===== src/rtl/i2c_reg_pkg.sv =====
`default_nettype none

package i2c_reg_pkg;

  // func codes carried in s_tuser
  localparam logic [1:0] FUNC_TICK  = 2'd0;
  localparam logic [1:0] FUNC_LOAD  = 2'd1;
  localparam logic [1:0] FUNC_WRITE = 2'd2;
  localparam logic [1:0] FUNC_READ  = 2'd3;

  // register select, paddr[2]
  localparam logic REG_DEVICE = 1'b0;
  localparam logic REG_RETRY  = 1'b1;

  localparam logic [7:0] DEVICE_ADDRESS_RESET = 8'd160;
  localparam logic [3:0] RETRY_LIMIT_RESET    = 4'd10;

  typedef struct packed {
    logic       status;
    logic       done_res;
    logic       busy_res;
    logic       rx_valid;
    logic [7:0] rx_byte;
    logic       sda_oe;
    logic       sda_out;
    logic       scl;
  } res_t;

endpackage

`default_nettype wire


===== src/rtl/i2c_reg_buf.sv =====
`default_nettype none

module i2c_reg_buf #(
  parameter int DEPTH = 32,
  parameter int AW    = 5
) (
  input  wire logic          clk,
  input  wire logic          we,
  input  wire logic [AW-1:0] waddr,
  input  wire logic [7:0]    wdata,
  input  wire logic [AW-1:0] raddr,
  output logic      [7:0]    rdata
);

  logic [7:0] mem [DEPTH];

  always_ff @(posedge clk) begin
    if (we) begin
      mem[waddr] <= wdata;
    end
  end

  always_ff @(posedge clk) begin
    rdata <= mem[raddr];
  end

endmodule

`default_nettype wire


===== src/rtl/i2c_reg_seq.sv =====
`default_nettype none

module i2c_reg_seq #(
  parameter int MAX_BYTES = 32,
  parameter int AW        = 5,
  parameter int FW        = 6
) (
  input  wire logic                 clk,
  input  wire logic                 rst,
  input  wire logic                 item_en,
  input  wire logic [1:0]           func,
  input  wire logic                 sda_in,
  input  wire logic [7:0]           reg_addr,
  input  wire logic [5:0]           byte_count,
  input  wire logic [7:0]           data_byte,
  input  wire logic [7:0]           device_address,
  input  wire logic [3:0]           retry_limit,
  input  wire logic [7:0]           buf_rdata,
  output logic                      buf_we,
  output logic      [AW-1:0]        buf_waddr,
  output logic      [7:0]           buf_wdata,
  output logic      [AW-1:0]        buf_raddr,
  output i2c_reg_pkg::res_t         res
);

  import i2c_reg_pkg::*;

  typedef enum logic [5:0] {
    SEG_IDLE  = 6'b000001,
    SEG_START = 6'b000010,
    SEG_SEND  = 6'b000100,
    SEG_RECV  = 6'b001000,
    SEG_ACK   = 6'b010000,
    SEG_STOP  = 6'b100000
  } seg_t;

  typedef enum logic [8:0] {
    ST_ASTART = 9'b000000001,
    ST_DEV    = 9'b000000010,
    ST_REG    = 9'b000000100,
    ST_DATA   = 9'b000001000,
    ST_RSTART = 9'b000010000,
    ST_RDEV   = 9'b000100000,
    ST_RECV   = 9'b001000000,
    ST_ACK    = 9'b010000000,
    ST_STOP   = 9'b100000000
  } stage_t;

  localparam logic [8:0]    MAXB  = 9'(MAX_BYTES);
  localparam logic [FW-1:0] MAXF  = FW'(MAX_BYTES);

  seg_t          seg, seg_next;
  stage_t        stage, stage_next;
  logic [2:0]    phase, phase_next;
  logic [2:0]    bit_index, bit_index_next;
  logic [5:0]    byte_index, byte_index_next;
  logic [3:0]    retry_count, retry_count_next;
  logic [7:0]    shift_reg, shift_reg_next;
  logic          ack_seen, ack_seen_next;
  logic          is_read, is_read_next;
  logic [7:0]    target_reg, target_reg_next;
  logic [5:0]    count_total, count_total_next;
  logic [FW-1:0] fill, fill_next;
  logic          line_scl, line_scl_next;
  logic          line_sda, line_sda_next;
  logic          line_oe, line_oe_next;
  logic          busy, busy_next;
  logic          status_q, status_q_next;

  logic          seg_end;
  logic          rx_valid;
  logic [7:0]    rx_byte;
  logic          done;
  logic [5:0]    cnt_clamp;

  always_comb begin
    cnt_clamp = ({3'b000, byte_count} > MAXB) ? MAXB[5:0] : byte_count;
  end

  assign buf_raddr = AW'(byte_index);
  assign buf_waddr = AW'(fill);
  assign buf_wdata = data_byte;

  always_comb begin
    seg_next         = seg;
    stage_next       = stage;
    phase_next       = phase;
    bit_index_next   = bit_index;
    byte_index_next  = byte_index;
    retry_count_next = retry_count;
    shift_reg_next   = shift_reg;
    ack_seen_next    = ack_seen;
    is_read_next     = is_read;
    target_reg_next  = target_reg;
    count_total_next = count_total;
    fill_next        = fill;
    line_scl_next    = line_scl;
    line_sda_next    = line_sda;
    line_oe_next     = line_oe;
    busy_next        = busy;
    status_q_next    = status_q;
    seg_end          = 1'b0;
    rx_valid         = 1'b0;
    rx_byte          = 8'h00;
    done             = 1'b0;
    buf_we           = 1'b0;

    if (item_en) begin
      if (func == FUNC_TICK) begin
        if (busy) begin
          // one bus phase
          case (seg)
            SEG_START: begin
              case (phase)
                3'd0: begin
                  line_oe_next  = 1'b1;
                  line_sda_next = 1'b1;
                end
                3'd1: line_scl_next = 1'b1;
                3'd2: line_sda_next = 1'b0;
                default: begin
                  line_scl_next = 1'b0;
                  seg_end       = 1'b1;
                end
              endcase
              phase_next = phase + 3'd1;
            end
            SEG_SEND: begin
              case (phase)
                3'd0: begin
                  line_oe_next  = 1'b1;
                  line_scl_next = 1'b0;
                  line_sda_next = shift_reg[~bit_index];
                  phase_next    = 3'd1;
                end
                3'd1: begin
                  line_scl_next = 1'b1;
                  if (bit_index == 3'd7) begin
                    bit_index_next = 3'd0;
                    phase_next     = 3'd2;
                  end else begin
                    bit_index_next = bit_index + 3'd1;
                    phase_next     = 3'd0;
                  end
                end
                3'd2: begin
                  line_scl_next = 1'b0;
                  phase_next    = 3'd3;
                end
                3'd3: begin
                  line_oe_next = 1'b0;
                  phase_next   = 3'd4;
                end
                3'd4: begin
                  line_scl_next = 1'b1;
                  ack_seen_next = ~sda_in;
                  phase_next    = 3'd5;
                end
                default: begin
                  line_scl_next = 1'b0;
                  seg_end       = 1'b1;
                end
              endcase
            end
            SEG_RECV: begin
              line_oe_next = 1'b0;
              case (phase)
                3'd0: phase_next = 3'd1;
                3'd1: begin
                  line_scl_next = 1'b0;
                  phase_next    = 3'd2;
                end
                3'd2: begin
                  line_scl_next  = 1'b1;
                  shift_reg_next = {shift_reg[6:0], sda_in};
                  phase_next     = 3'd3;
                end
                3'd3: begin
                  if (bit_index == 3'd7) begin
                    bit_index_next = 3'd0;
                    phase_next     = 3'd4;
                  end else begin
                    bit_index_next = bit_index + 3'd1;
                    phase_next     = 3'd0;
                  end
                end
                default: begin
                  line_scl_next = 1'b0;
                  rx_valid      = 1'b1;
                  rx_byte       = shift_reg;
                  seg_end       = 1'b1;
                end
              endcase
            end
            SEG_ACK: begin
              case (phase)
                3'd0: begin
                  line_oe_next  = 1'b1;
                  line_sda_next = (byte_index >= count_total);  // NACK after last byte
                end
                3'd1: line_scl_next = 1'b1;
                default: begin
                  line_scl_next = 1'b0;
                  seg_end       = 1'b1;
                end
              endcase
              phase_next = phase + 3'd1;
            end
            SEG_STOP: begin
              case (phase)
                3'd0: begin
                  line_oe_next  = 1'b1;
                  line_sda_next = 1'b0;
                end
                3'd1: line_scl_next = 1'b1;
                default: begin
                  line_sda_next = 1'b1;
                  seg_end       = 1'b1;
                end
              endcase
              phase_next = phase + 3'd1;
            end
            default: ;
          endcase

          // pick the next segment
          if (seg_end) begin
            phase_next     = 3'd0;
            bit_index_next = 3'd0;
            case (stage)
              ST_ASTART: begin
                shift_reg_next = device_address;
                stage_next     = ST_DEV;
                seg_next       = SEG_SEND;
              end
              ST_DEV: begin
                if (!is_read && !ack_seen && (retry_count < retry_limit)) begin
                  retry_count_next = retry_count + 4'd1;
                  stage_next       = ST_ASTART;
                  seg_next         = SEG_START;
                end else begin
                  shift_reg_next = target_reg;
                  stage_next     = ST_REG;
                  seg_next       = SEG_SEND;
                end
              end
              ST_REG, ST_DATA: begin
                if (is_read && (stage == ST_REG)) begin
                  seg_next = SEG_START;
                  if (!ack_seen && (retry_count < retry_limit)) begin
                    retry_count_next = retry_count + 4'd1;
                    stage_next       = ST_ASTART;
                  end else begin
                    stage_next = ST_RSTART;
                  end
                end else if (!ack_seen) begin
                  status_q_next = 1'b1;
                  done          = 1'b1;
                  busy_next     = 1'b0;
                  seg_next      = SEG_IDLE;
                end else if (byte_index < count_total) begin
                  // buffer read of byte_index was registered cycles ago
                  shift_reg_next  = buf_rdata;
                  byte_index_next = byte_index + 6'd1;
                  stage_next      = ST_DATA;
                  seg_next        = SEG_SEND;
                end else begin
                  stage_next = ST_STOP;
                  seg_next   = SEG_STOP;
                end
              end
              ST_RSTART: begin
                shift_reg_next = device_address + 8'd1;
                stage_next     = ST_RDEV;
                seg_next       = SEG_SEND;
              end
              ST_RDEV: begin
                if (!ack_seen) begin
                  status_q_next = 1'b1;
                  done          = 1'b1;
                  busy_next     = 1'b0;
                  seg_next      = SEG_IDLE;
                end else begin
                  stage_next = ST_RECV;
                  seg_next   = SEG_RECV;
                end
              end
              ST_RECV: begin
                byte_index_next = byte_index + 6'd1;
                stage_next      = ST_ACK;
                seg_next        = SEG_ACK;
              end
              ST_ACK: begin
                if (byte_index >= count_total) begin
                  stage_next = ST_STOP;
                  seg_next   = SEG_STOP;
                end else begin
                  stage_next = ST_RECV;
                  seg_next   = SEG_RECV;
                end
              end
              default: begin
                status_q_next = 1'b0;
                done          = 1'b1;
                busy_next     = 1'b0;
                seg_next      = SEG_IDLE;
              end
            endcase
          end
        end
      end else if (!busy) begin
        if (func == FUNC_LOAD) begin
          if (fill < MAXF) begin
            buf_we    = 1'b1;
            fill_next = fill + FW'(1);
          end
        end else begin
          is_read_next     = (func == FUNC_READ);
          target_reg_next  = reg_addr;
          count_total_next = cnt_clamp;
          if ((func == FUNC_READ) && (cnt_clamp == 6'd0)) begin
            count_total_next = 6'd1;
          end
          if (func != FUNC_READ) begin
            fill_next = '0;
          end
          byte_index_next  = 6'd0;
          retry_count_next = 4'd0;
          busy_next        = 1'b1;
          stage_next       = ST_ASTART;
          seg_next         = SEG_START;
          phase_next       = 3'd0;
          bit_index_next   = 3'd0;
        end
      end
    end
  end

  always_comb begin
    res.scl      = line_scl_next;
    res.sda_out  = line_sda_next;
    res.sda_oe   = line_oe_next;
    res.rx_byte  = rx_byte;
    res.rx_valid = rx_valid;
    res.busy_res = busy_next;
    res.done_res = done;
    res.status   = status_q_next;
  end

  always_ff @(posedge clk) begin
    if (rst) begin
      seg         <= SEG_IDLE;
      stage       <= ST_ASTART;
      phase       <= 3'd0;
      bit_index   <= 3'd0;
      byte_index  <= 6'd0;
      retry_count <= 4'd0;
      shift_reg   <= 8'h00;
      ack_seen    <= 1'b0;
      is_read     <= 1'b0;
      target_reg  <= 8'h00;
      count_total <= 6'd0;
      fill        <= '0;
      line_scl    <= 1'b1;
      line_sda    <= 1'b1;
      line_oe     <= 1'b1;
      busy        <= 1'b0;
      status_q    <= 1'b0;
    end else begin
      seg         <= seg_next;
      stage       <= stage_next;
      phase       <= phase_next;
      bit_index   <= bit_index_next;
      byte_index  <= byte_index_next;
      retry_count <= retry_count_next;
      shift_reg   <= shift_reg_next;
      ack_seen    <= ack_seen_next;
      is_read     <= is_read_next;
      target_reg  <= target_reg_next;
      count_total <= count_total_next;
      fill        <= fill_next;
      line_scl    <= line_scl_next;
      line_sda    <= line_sda_next;
      line_oe     <= line_oe_next;
      busy        <= busy_next;
      status_q    <= status_q_next;
    end
  end

endmodule

`default_nettype wire


===== src/rtl/i2c_register_master.sv =====
// channel   dir  handshake                 payload
// s_*       in   s_tvalid / s_tready       tuser: func; tdata: sda_in, reg_addr, byte_count,
//                                          data_byte
// m_*       out  m_tvalid / m_tready       tdata: scl, sda_out, sda_oe, rx_byte, rx_valid,
//                                          busy_res, done_res, status
// apb       in   psel / penable / pready   device_address @0x0, retry_limit @0x4
//
// One beat in, one beat out. Each beat is handled combinationally by the phase
// sequencer and lands in the output register, so a beat can be taken every clock unless the output stalls.
// s_tready drops only while the output register is full and m_tready is low.
// The write buffer has a registered read port, prefetched from the byte index.
// rst is synchronous: bus lines idle high, transfer idle, registers at defaults.
`default_nettype none

module i2c_register_master #(
  parameter int MAX_BYTES = 32
) (
  input  wire logic        clk,
  input  wire logic        rst,
  input  wire logic        s_tvalid,
  output logic             s_tready,
  input  wire logic [23:0] s_tdata,   // sda_in, reg_addr, byte_count, data_byte, pad
  input  wire logic [1:0]  s_tuser,   // func
  output logic             m_tvalid,
  input  wire logic        m_tready,
  output logic      [15:0] m_tdata,   // scl, sda_out, sda_oe, rx_byte, rx_valid,
                                      // busy_res, done_res, status, pad
  input  wire logic        psel,
  input  wire logic        penable,
  input  wire logic        pwrite,
  input  wire logic [2:0]  paddr,
  input  wire logic [31:0] pwdata,
  output logic      [31:0] prdata,
  output logic             pready
);

  import i2c_reg_pkg::*;

  localparam int AW = (MAX_BYTES > 1) ? $clog2(MAX_BYTES) : 1;
  localparam int FW = $clog2(MAX_BYTES + 1);

  logic [7:0]    device_address;
  logic [3:0]    retry_limit;
  logic          accept;
  logic          buf_we;
  logic [AW-1:0] buf_waddr;
  logic [7:0]    buf_wdata;
  logic [AW-1:0] buf_raddr;
  logic [7:0]    buf_rdata;
  res_t          res;

  // config registers
  assign pready = 1'b1;

  always_ff @(posedge clk) begin
    if (rst) begin
      device_address <= DEVICE_ADDRESS_RESET;
      retry_limit    <= RETRY_LIMIT_RESET;
    end else if (psel && penable && pwrite && pready) begin
      case (paddr[2])
        REG_DEVICE: device_address <= pwdata[7:0];
        REG_RETRY:  retry_limit    <= pwdata[3:0];
        default: ;
      endcase
    end
  end

  always_comb begin
    case (paddr[2])
      REG_DEVICE: prdata = {24'h000000, device_address};
      REG_RETRY:  prdata = {28'h0000000, retry_limit};
      default:    prdata = 32'h00000000;
    endcase
  end

  assign s_tready = !m_tvalid || m_tready;
  assign accept   = s_tvalid && s_tready;

  i2c_reg_buf #(
    .DEPTH (MAX_BYTES),
    .AW    (AW)
  ) u_buf (
    .clk   (clk),
    .we    (buf_we),
    .waddr (buf_waddr),
    .wdata (buf_wdata),
    .raddr (buf_raddr),
    .rdata (buf_rdata)
  );

  i2c_reg_seq #(
    .MAX_BYTES (MAX_BYTES),
    .AW        (AW),
    .FW        (FW)
  ) u_seq (
    .clk            (clk),
    .rst            (rst),
    .item_en        (accept),
    .func           (s_tuser),
    .sda_in         (s_tdata[0]),
    .reg_addr       (s_tdata[8:1]),
    .byte_count     (s_tdata[14:9]),
    .data_byte      (s_tdata[22:15]),
    .device_address (device_address),
    .retry_limit    (retry_limit),
    .buf_rdata      (buf_rdata),
    .buf_we         (buf_we),
    .buf_waddr      (buf_waddr),
    .buf_wdata      (buf_wdata),
    .buf_raddr      (buf_raddr),
    .res            (res)
  );

  // output register
  always_ff @(posedge clk) begin
    if (rst) begin
      m_tvalid <= 1'b0;
    end else if (accept) begin
      m_tvalid <= 1'b1;
    end else if (m_tready) begin
      m_tvalid <= 1'b0;
    end
  end

  always_ff @(posedge clk) begin
    if (accept) begin
      m_tdata <= {1'b0, res.status, res.done_res, res.busy_res, res.rx_valid,
                  res.rx_byte, res.sda_oe, res.sda_out, res.scl};
    end
  end

`ifndef SYNTH
  a_out_after_accept: assert property (@(posedge clk) disable iff (rst)
    accept |=> m_tvalid)
    else $error("accepted beat produced no result");

  a_done_not_busy: assert property (@(posedge clk) disable iff (rst)
    (m_tvalid && m_tdata[13]) |-> !m_tdata[12])
    else $error("done reported while still busy");

  a_rx_while_busy: assert property (@(posedge clk) disable iff (rst)
    (m_tvalid && m_tdata[11]) |-> (m_tdata[12] && !m_tdata[13]))
    else $error("received byte outside a transfer");

  a_rx_zero: assert property (@(posedge clk) disable iff (rst)
    (m_tvalid && !m_tdata[11]) |-> (m_tdata[10:3] == 8'h00))
    else $error("rx_byte nonzero without rx_valid");
`endif

endmodule

`default_nettype wire

===== config.mk =====
export PLATFORM = sky130hd
export DESIGN_NAME = i2c_register_master
export DESIGN_NICKNAME = d
export VERILOG_FILES = /design/src/rtl/i2c_reg_pkg.sv /design/src/rtl/i2c_reg_buf.sv /design/src/rtl/i2c_reg_seq.sv /design/src/rtl/i2c_register_master.sv
export SDC_FILE = /design/constraint.sdc
export NUM_CORES = 1
export LEC_CHECK = 0
export BUFFER_PORTS_ARGS = -buffer_cell sky130_fd_sc_hd__buf_2
export CAP_MARGIN = 5
export CELL_PAD_IN_SITES_DETAIL_PLACEMENT = 1
export CELL_PAD_IN_SITES_GLOBAL_PLACEMENT = 2
export CORE_MARGIN = 2
export CORE_UTILIZATION = 43
export CTS_CLUSTER_DIAMETER = 60
export DETAILED_ROUTE_END_ITERATION = 7
export PLACE_DENSITY_LB_ADDON = 0.05
export RECOVER_POWER = 100
export SLEW_MARGIN = 25
export SYNTH_ARGS = -nofsm -noshare
export SYNTH_HDL_FRONTEND = slang
export SYNTH_SLANG_ARGS = --single-unit

===== constraint.sdc =====
create_clock -name clk -period 3.8 [get_ports clk]
set_clock_uncertainty 0.05 [all_clocks]
set_input_delay 0.19 -clock clk [delete_from_list [all_inputs] [get_ports clk]]
set_output_delay 0.19 -clock clk [all_outputs]
set_load 0.05 [all_outputs]

After elaboration in Yosys (flattened, before gate mapping)
Memory sizes are Yosys's and may differ from the RTL's. A register that Yosys moved wholly into a read port is not among the register bits.
Index checks and enable logic that the tools add are counted.
{"block": "op_classes", "add_sub_neg": 6, "magnitude_cmp": 6, "n_eq_ne": 43, "mux": 135, "n_bitwise": 7, "n_reduce_logical": 44}
{"operator": "2-to-1 mux 6 bit", "count": 22}
{"operator": "2-to-1 mux 9 bit", "count": 10}
{"operator": "one-hot mux 32 bit (2 select lines)", "count": 1}
{"operator": "one-hot mux 9 bit (7 select lines)", "count": 1}
{"operator": "2-to-1 mux 8 bit", "count": 7}
{"operator": "2-to-1 mux 1 bit", "count": 46}
{"operator": "2-to-1 mux 3 bit", "count": 14}
{"operator": "2-to-1 mux 4 bit", "count": 9}
{"operator": "one-hot mux 6 bit (6 select lines)", "count": 1}
{"operator": "one-hot mux 8 bit (4 select lines)", "count": 1}
{"operator": "!= test 3 bit, second input constant", "count": 7}
{"operator": "AND reduction 9 bit", "count": 2}
{"operator": "!= test 8 bit, second input constant", "count": 2}
{"operator": "one-hot mux 3 bit (5 select lines)", "count": 1}
{"operator": "AND reduction 5 bit", "count": 3}
{"operator": "one-hot mux 1 bit (2 select lines)", "count": 7}
{"operator": "AND reduction 7 bit", "count": 2}
{"operator": "OR reduction 2 bit", "count": 7}
{"operator": "adder 6 x 1 -> 6 bit, second input constant", "count": 2}
{"operator": "!= test 4 bit, second input constant", "count": 3}
{"operator": "one-hot mux 1 bit (3 select lines)", "count": 4}
{"operator": "one-hot mux 3 bit (4 select lines)", "count": 1}
{"operator": "one-hot mux 6 bit (2 select lines)", "count": 1}
{"operator": "OR reduction 5 bit", "count": 2}
{"operator": "57 further kinds", "count": 85}
{"block": "word_totals", "ff_bits": 94, "mem_bits_rw": 256, "word_cells": 266, "n_memories": 1}
{"memory": "u_buf.mem", "depth": 32, "word_bits": 8, "read_ports": 1, "rd_ports_with_merged_regs": 1, "write_ports": 1, "line_no": "i2c_reg_buf.sv:15", "source": "logic [7:0] mem [DEPTH];"}

Logic depth before layout (Yosys ltp)
{"block": "depth", "depth_word": 11, "depth_mapped": 11, "depth_no_buf": 8}

Modules after synthesis
From an unflattened synthesis, not the netlist that was laid out.
{"block": "hier_totals", "hier_cells": 1121, "hier_area_um2": 16057.9}
{"module": "i2c_reg_buf", "n_inst": 1, "cells_each": 417, "area_per_inst_um2": 10053.4, "seq_area_each_um2": 7847.5}
{"module": "i2c_reg_seq", "n_inst": 1, "cells_each": 595, "area_per_inst_um2": 4709.5, "seq_area_each_um2": 1321.3}
{"module": "i2c_register_master", "n_inst": 1, "cells_each": 109, "area_per_inst_um2": 1295.0, "seq_area_each_um2": 710.7}

Least setup slack after synthesis
Ideal clock, no wire load.
{"block": "synth_path", "kind": "flip-flop to flip-flop", "start": "reg m_tvalid", "end": "mem u_buf.mem[10][0] (enable)", "setup_ns": 0.370, "arrival_time_ns": 2.464, "t_required_ns": 3.380, "path_slack_ns": 0.916, "path_stages_with_launch": 6, "n_path_buf": 0, "path_cell_list": "dfxtp_1 nand2b_1 nand2_1 nor4_1 nand2_1 nor2_1"}
{"block": "synth_via", "elab_chain_cells": 6}
{"item": "start: declaration", "line_no": "i2c_register_master.sv:24", "source": "output logic m_tvalid,"}
{"item": "start signal: assignment", "line_no": "i2c_register_master.sv:117", "source": "m_tvalid <= 1'b0;"}
{"item": "start signal: assignment", "line_no": "i2c_register_master.sv:119", "source": "m_tvalid <= 1'b1;"}
{"item": "start signal: assignment", "line_no": "i2c_register_master.sv:121", "source": "m_tvalid <= 1'b0;"}
{"item": "zero test 1 bit", "line_no": "i2c_register_master.sv:76", "source": "assign s_tready = !m_tvalid || m_tready;"}
{"item": "logical OR 1 bit", "line_no": "i2c_register_master.sv:76"}
{"item": "net s_tready", "line_no": "i2c_register_master.sv:21", "source": "output logic s_tready,"}
{"item": "logical AND 1 bit", "line_no": "i2c_register_master.sv:77", "source": "assign accept = s_tvalid && s_tready;"}
{"item": "2-to-1 mux 1 bit", "line_no": "i2c_reg_seq.sv:108", "source": "if (item_en) begin"}
{"item": "2-to-1 mux 1 bit", "line_no": "i2c_reg_buf.sv:18", "source": "if (we) begin"}
{"item": "2-to-1 mux 1 bit (implied by the code)", "line_no": "i2c_reg_buf.sv:19", "source": "mem[waddr] <= wdata;"}
{"item": "end: declaration", "line_no": "i2c_reg_buf.sv:15"}
The timed path passes the listed nets, and every way through them passes these cells.

==> results.py <==
metrics = {
    "final_layout": {
        "area_growth_pct": 15.7,
        "fin_util": 0.506,
        "fillers": 3614,
        "reg.largest.list": "u_buf.mem x256, m_tdata x15, u_seq.stage x9",
        "fin_cells": 1770,
        "largest_register_ffs": 256,
        "largest-register": "u_buf.mem",
        "drive_above_1_share": 0.175,
        "num-nets-final": 1360,
    },
    "detailed_routing": {
        "drt-initial-drc-count": 668,
        "drc": 0,
        "via_per_inst": 5.63,
        "wl_per_cell_um": 23.6,
        "vias": 9962,
        "totalWireLength_um": 41700,
        "antenna_left": 0,
        "drt-pass1-iter-count": 6,
    },
    "clock_network": {
        "tritoncts": "built",
        "clock_latency_ns": 0.58,
        "path_clk_slew_ns": 0.06,
        "htreeDepth": 2,
        "cts_resized": 0,
        "cts_root_buf": "clkbuf_16",
        "postCtsSetupBuffers": 0,
        "clockBufferDepth": 3,
        "clock-sinks": 358,
        "hold_buffers": 26,
        "cts_buffers": 43,
    },
    "worst_setup_path": {
        "timing.critical_path.from_type": "flop",
        "reg2regPathDepth": 4,
        "crit_fanout": 15,
        "path_buf_inv": 1,
        "endpoint": "u_buf.rdata[4]",
        "cp_num_cells": 4,
        "path_class": "reg2reg",
        "slowest_delay_ns": 0.93,
        "setup.worst_path.start": "u_seq.byte_index[0]",
        "cp.required_ns": 4.19,
        "timing.rr.start": "u_seq.byte_index[0]",
        "r2r_slack_ns": 0.58,
        "slowest_stage": "clkbuf_1",
        "reg2reg_to": "u_buf.rdata[4]",
        "crit_family": "multiplexers",
        "crit_arrival_ns": 3.62,
        "worstPathCellList": "clkbuf_1, mux4_2, mux4_2, mux2_1",
        "critPathMostFrequentCell": "mux4_2",
        "endpoint_kind": "flop",
    },
    "yosys": {
        "syn-instance-count": 1127,
        "yosysTopAreaCellShare": 0.509,
        "post_synth_num_cell_types": 83,
        "yosysWarningCount": 0,
        "synthesis.area_um2": 16000,
        "synth_common_cells": "edfxtp_1 (271), nor2_1 (92), dfxtp_1 (87)",
        "ys_seq_area_frac": 0.617,
        "synthFlopType": "edfxtp_1",
        "synth.avg_cell_area_um2": 14.2,
        "synthArstFlopShare": 0,
        "synthTopCellsByArea": "edfxtp_1 (51%), mux4_2 (12%), dfxtp_1 (11%)",
        "yosysTopAreaCell": "edfxtp_1",
        "synth_edf_count": 271,
        "synth-seq-cells": 358,
        "yosysMostFrequentCell": "edfxtp_1",
    },
    "power_and_ir_drop": {
        "peakVddDrop_uv": 407,
        "p_total_mw": 8.75,
        "powerDensity_nw_per_um2": 473,
        "p_leak_nw": 6.07,
    },
    "grt": {
        "grt_overflow": 0,
        "grtUsageTotal": 0.221,
        "antenna_found_initial": 0,
        "grt_pass1_vias": 10460,
        "grt_pass1_wl_um": 63900,
        "grt_max_degree": 68,
    },
    "floorplan": {
        "die_h_um": 197,
        "io_pins": 119,
        "die_w_um": 197,
        "floorplan.initialDensity": 0.437,
        "die_area_um2": 38800,
        "coreArea_um2": 36600,
        "rows": 70,
    },
    "run_status": {
        "status": "finished, violations left",
        "violations": "max-capacitance violations, max-slew violations",
    },
    "hold_path": {
        "hold_path_class": "in2reg",
    },
    "placed_design": {
        "routabilityCongestion": 0.844,
        "post-dp-hpwl_um": 28800,
        "io_buffers": 65,
        "placed_cells": 1663,
    },
    "sta": {
        "slew_headroom": -0.565,
        "period_needed_ns": 3.22,
        "rsz0062_at_grt": "false",
        "drv_slew": 119,
        "finalSetupViolCount": 0,
        "worstMarginPinSlew_ns": 2.35,
        "hold_viol": 0,
        "fin_crit_sh": 0.848,
        "fmaxAchievable_ghz": 0.310,
        "setup_tns_ns": 0,
    },
    "job": {
        "maxCapViolCount": 3,
    },
}
worst register-to-register path: stages, from the launching register on:
cell and delay (ns):
dfxtp_4 0.51, clkbuf_1 0.94, mux4_2 0.67, mux4_2 0.56
mux2_1 0.36
kinds of logic (layout without fill, tap and decap cells):
| kind of cell | count (synthesis) | count (layout) | synth area share |
|---|---|---|---|
| AOI/OAI and AO/OA | 174 | 174 | 0.0742 |
| xor gates and xnor gates | 9 | 9 | 0.00493 |
| adders and majority gates | 26 | 26 | 0.0203 |
| buffers and inverters | 110 | 260 | 0.0335 |
| DFF | 358 | 358 | 0.617 |
| muxes | 119 | 119 | 0.140 |
| other | 2 | 27 | 0.000469 |
| and+or+nand+nor | 329 | 329 | 0.109 |
area by class of cell:
cell class	instances	area, µm²	share of cell area
clock inverters	19	178	0.00960
flip-flops and latches	358	9880	0.534
multi-input cells	683	5630	0.304
inverters	31	116	0.00629
repair buffers	149	873	0.0472
clock buffers	61	1240	0.0668
diodes	1	2.50	0.000135
well taps	468	586	0.0316
power breakdown:
group	switching [mW]	internal, mW
logic	0.324	0.134
registers	0.0253	4.23
clock network	1.67	2.37
routing by layer:
layer / vias up / GRT usage / part of all wire
met5: - / 0 / 0
met4: 0 / 0.0830 / 0.029
met3: 64 / 0.0358 / 0.039
met2: 197 / 0.373 / 0.50
met1: 5080 / 0.289 / 0.43
li1: 4621 / - / -
worst min path at each step:
stage	from	endpoint	slack, ns	depth (start not counted)
2_1_floorplan	s_tdata[0]	u_seq.ack_seen	0.24	1
5_1_grt	s_tuser[1]	u_seq.retry_count[2]	0.08	4
6_report	rst	u_seq.fill[0]	0.06	2
3_5_place_dp	pwdata[7]	device_address[7]	0.35	2
4_1_cts	rst	u_seq.fill[0]	0.05	2
3_3_place_gp	pwdata[5]	device_address[5]	0.35	2
cell usage in the layout, fill, tap and decap left out, drive strengths merged, types with 8 or more instances in the layout:
cell type    instances
edfxtp             271
clkbuf             129
nor2                92
dfxtp               87
mux4                82
nand2               62
buf                 55
a21oi               49
o21ai               35
inv                 33
nand3               31
ha                  26
conb                26
dlygate4sd3         26
mux2i               23
nor3                21
nand2b              17
nand4               17
nor2b               16
clkinv              15
mux2                14
or3                 12
nand3b              10
and2                10
nor4                 9
o22ai                8
per-stage QoR:
step	hold WS (ns)	instance area (µm²)	worst slack [ns]
CTS	0.0455	18700	0.883
floorplan	0.236	16100	0.916
finish	0.0619	18500	0.576
global placement	0.347	17000	0.929
global route	0.0826	18500	0.360
detailed placement	0.350	17100	0.909
No activity file was read; power rests on OpenSTA's default activity.
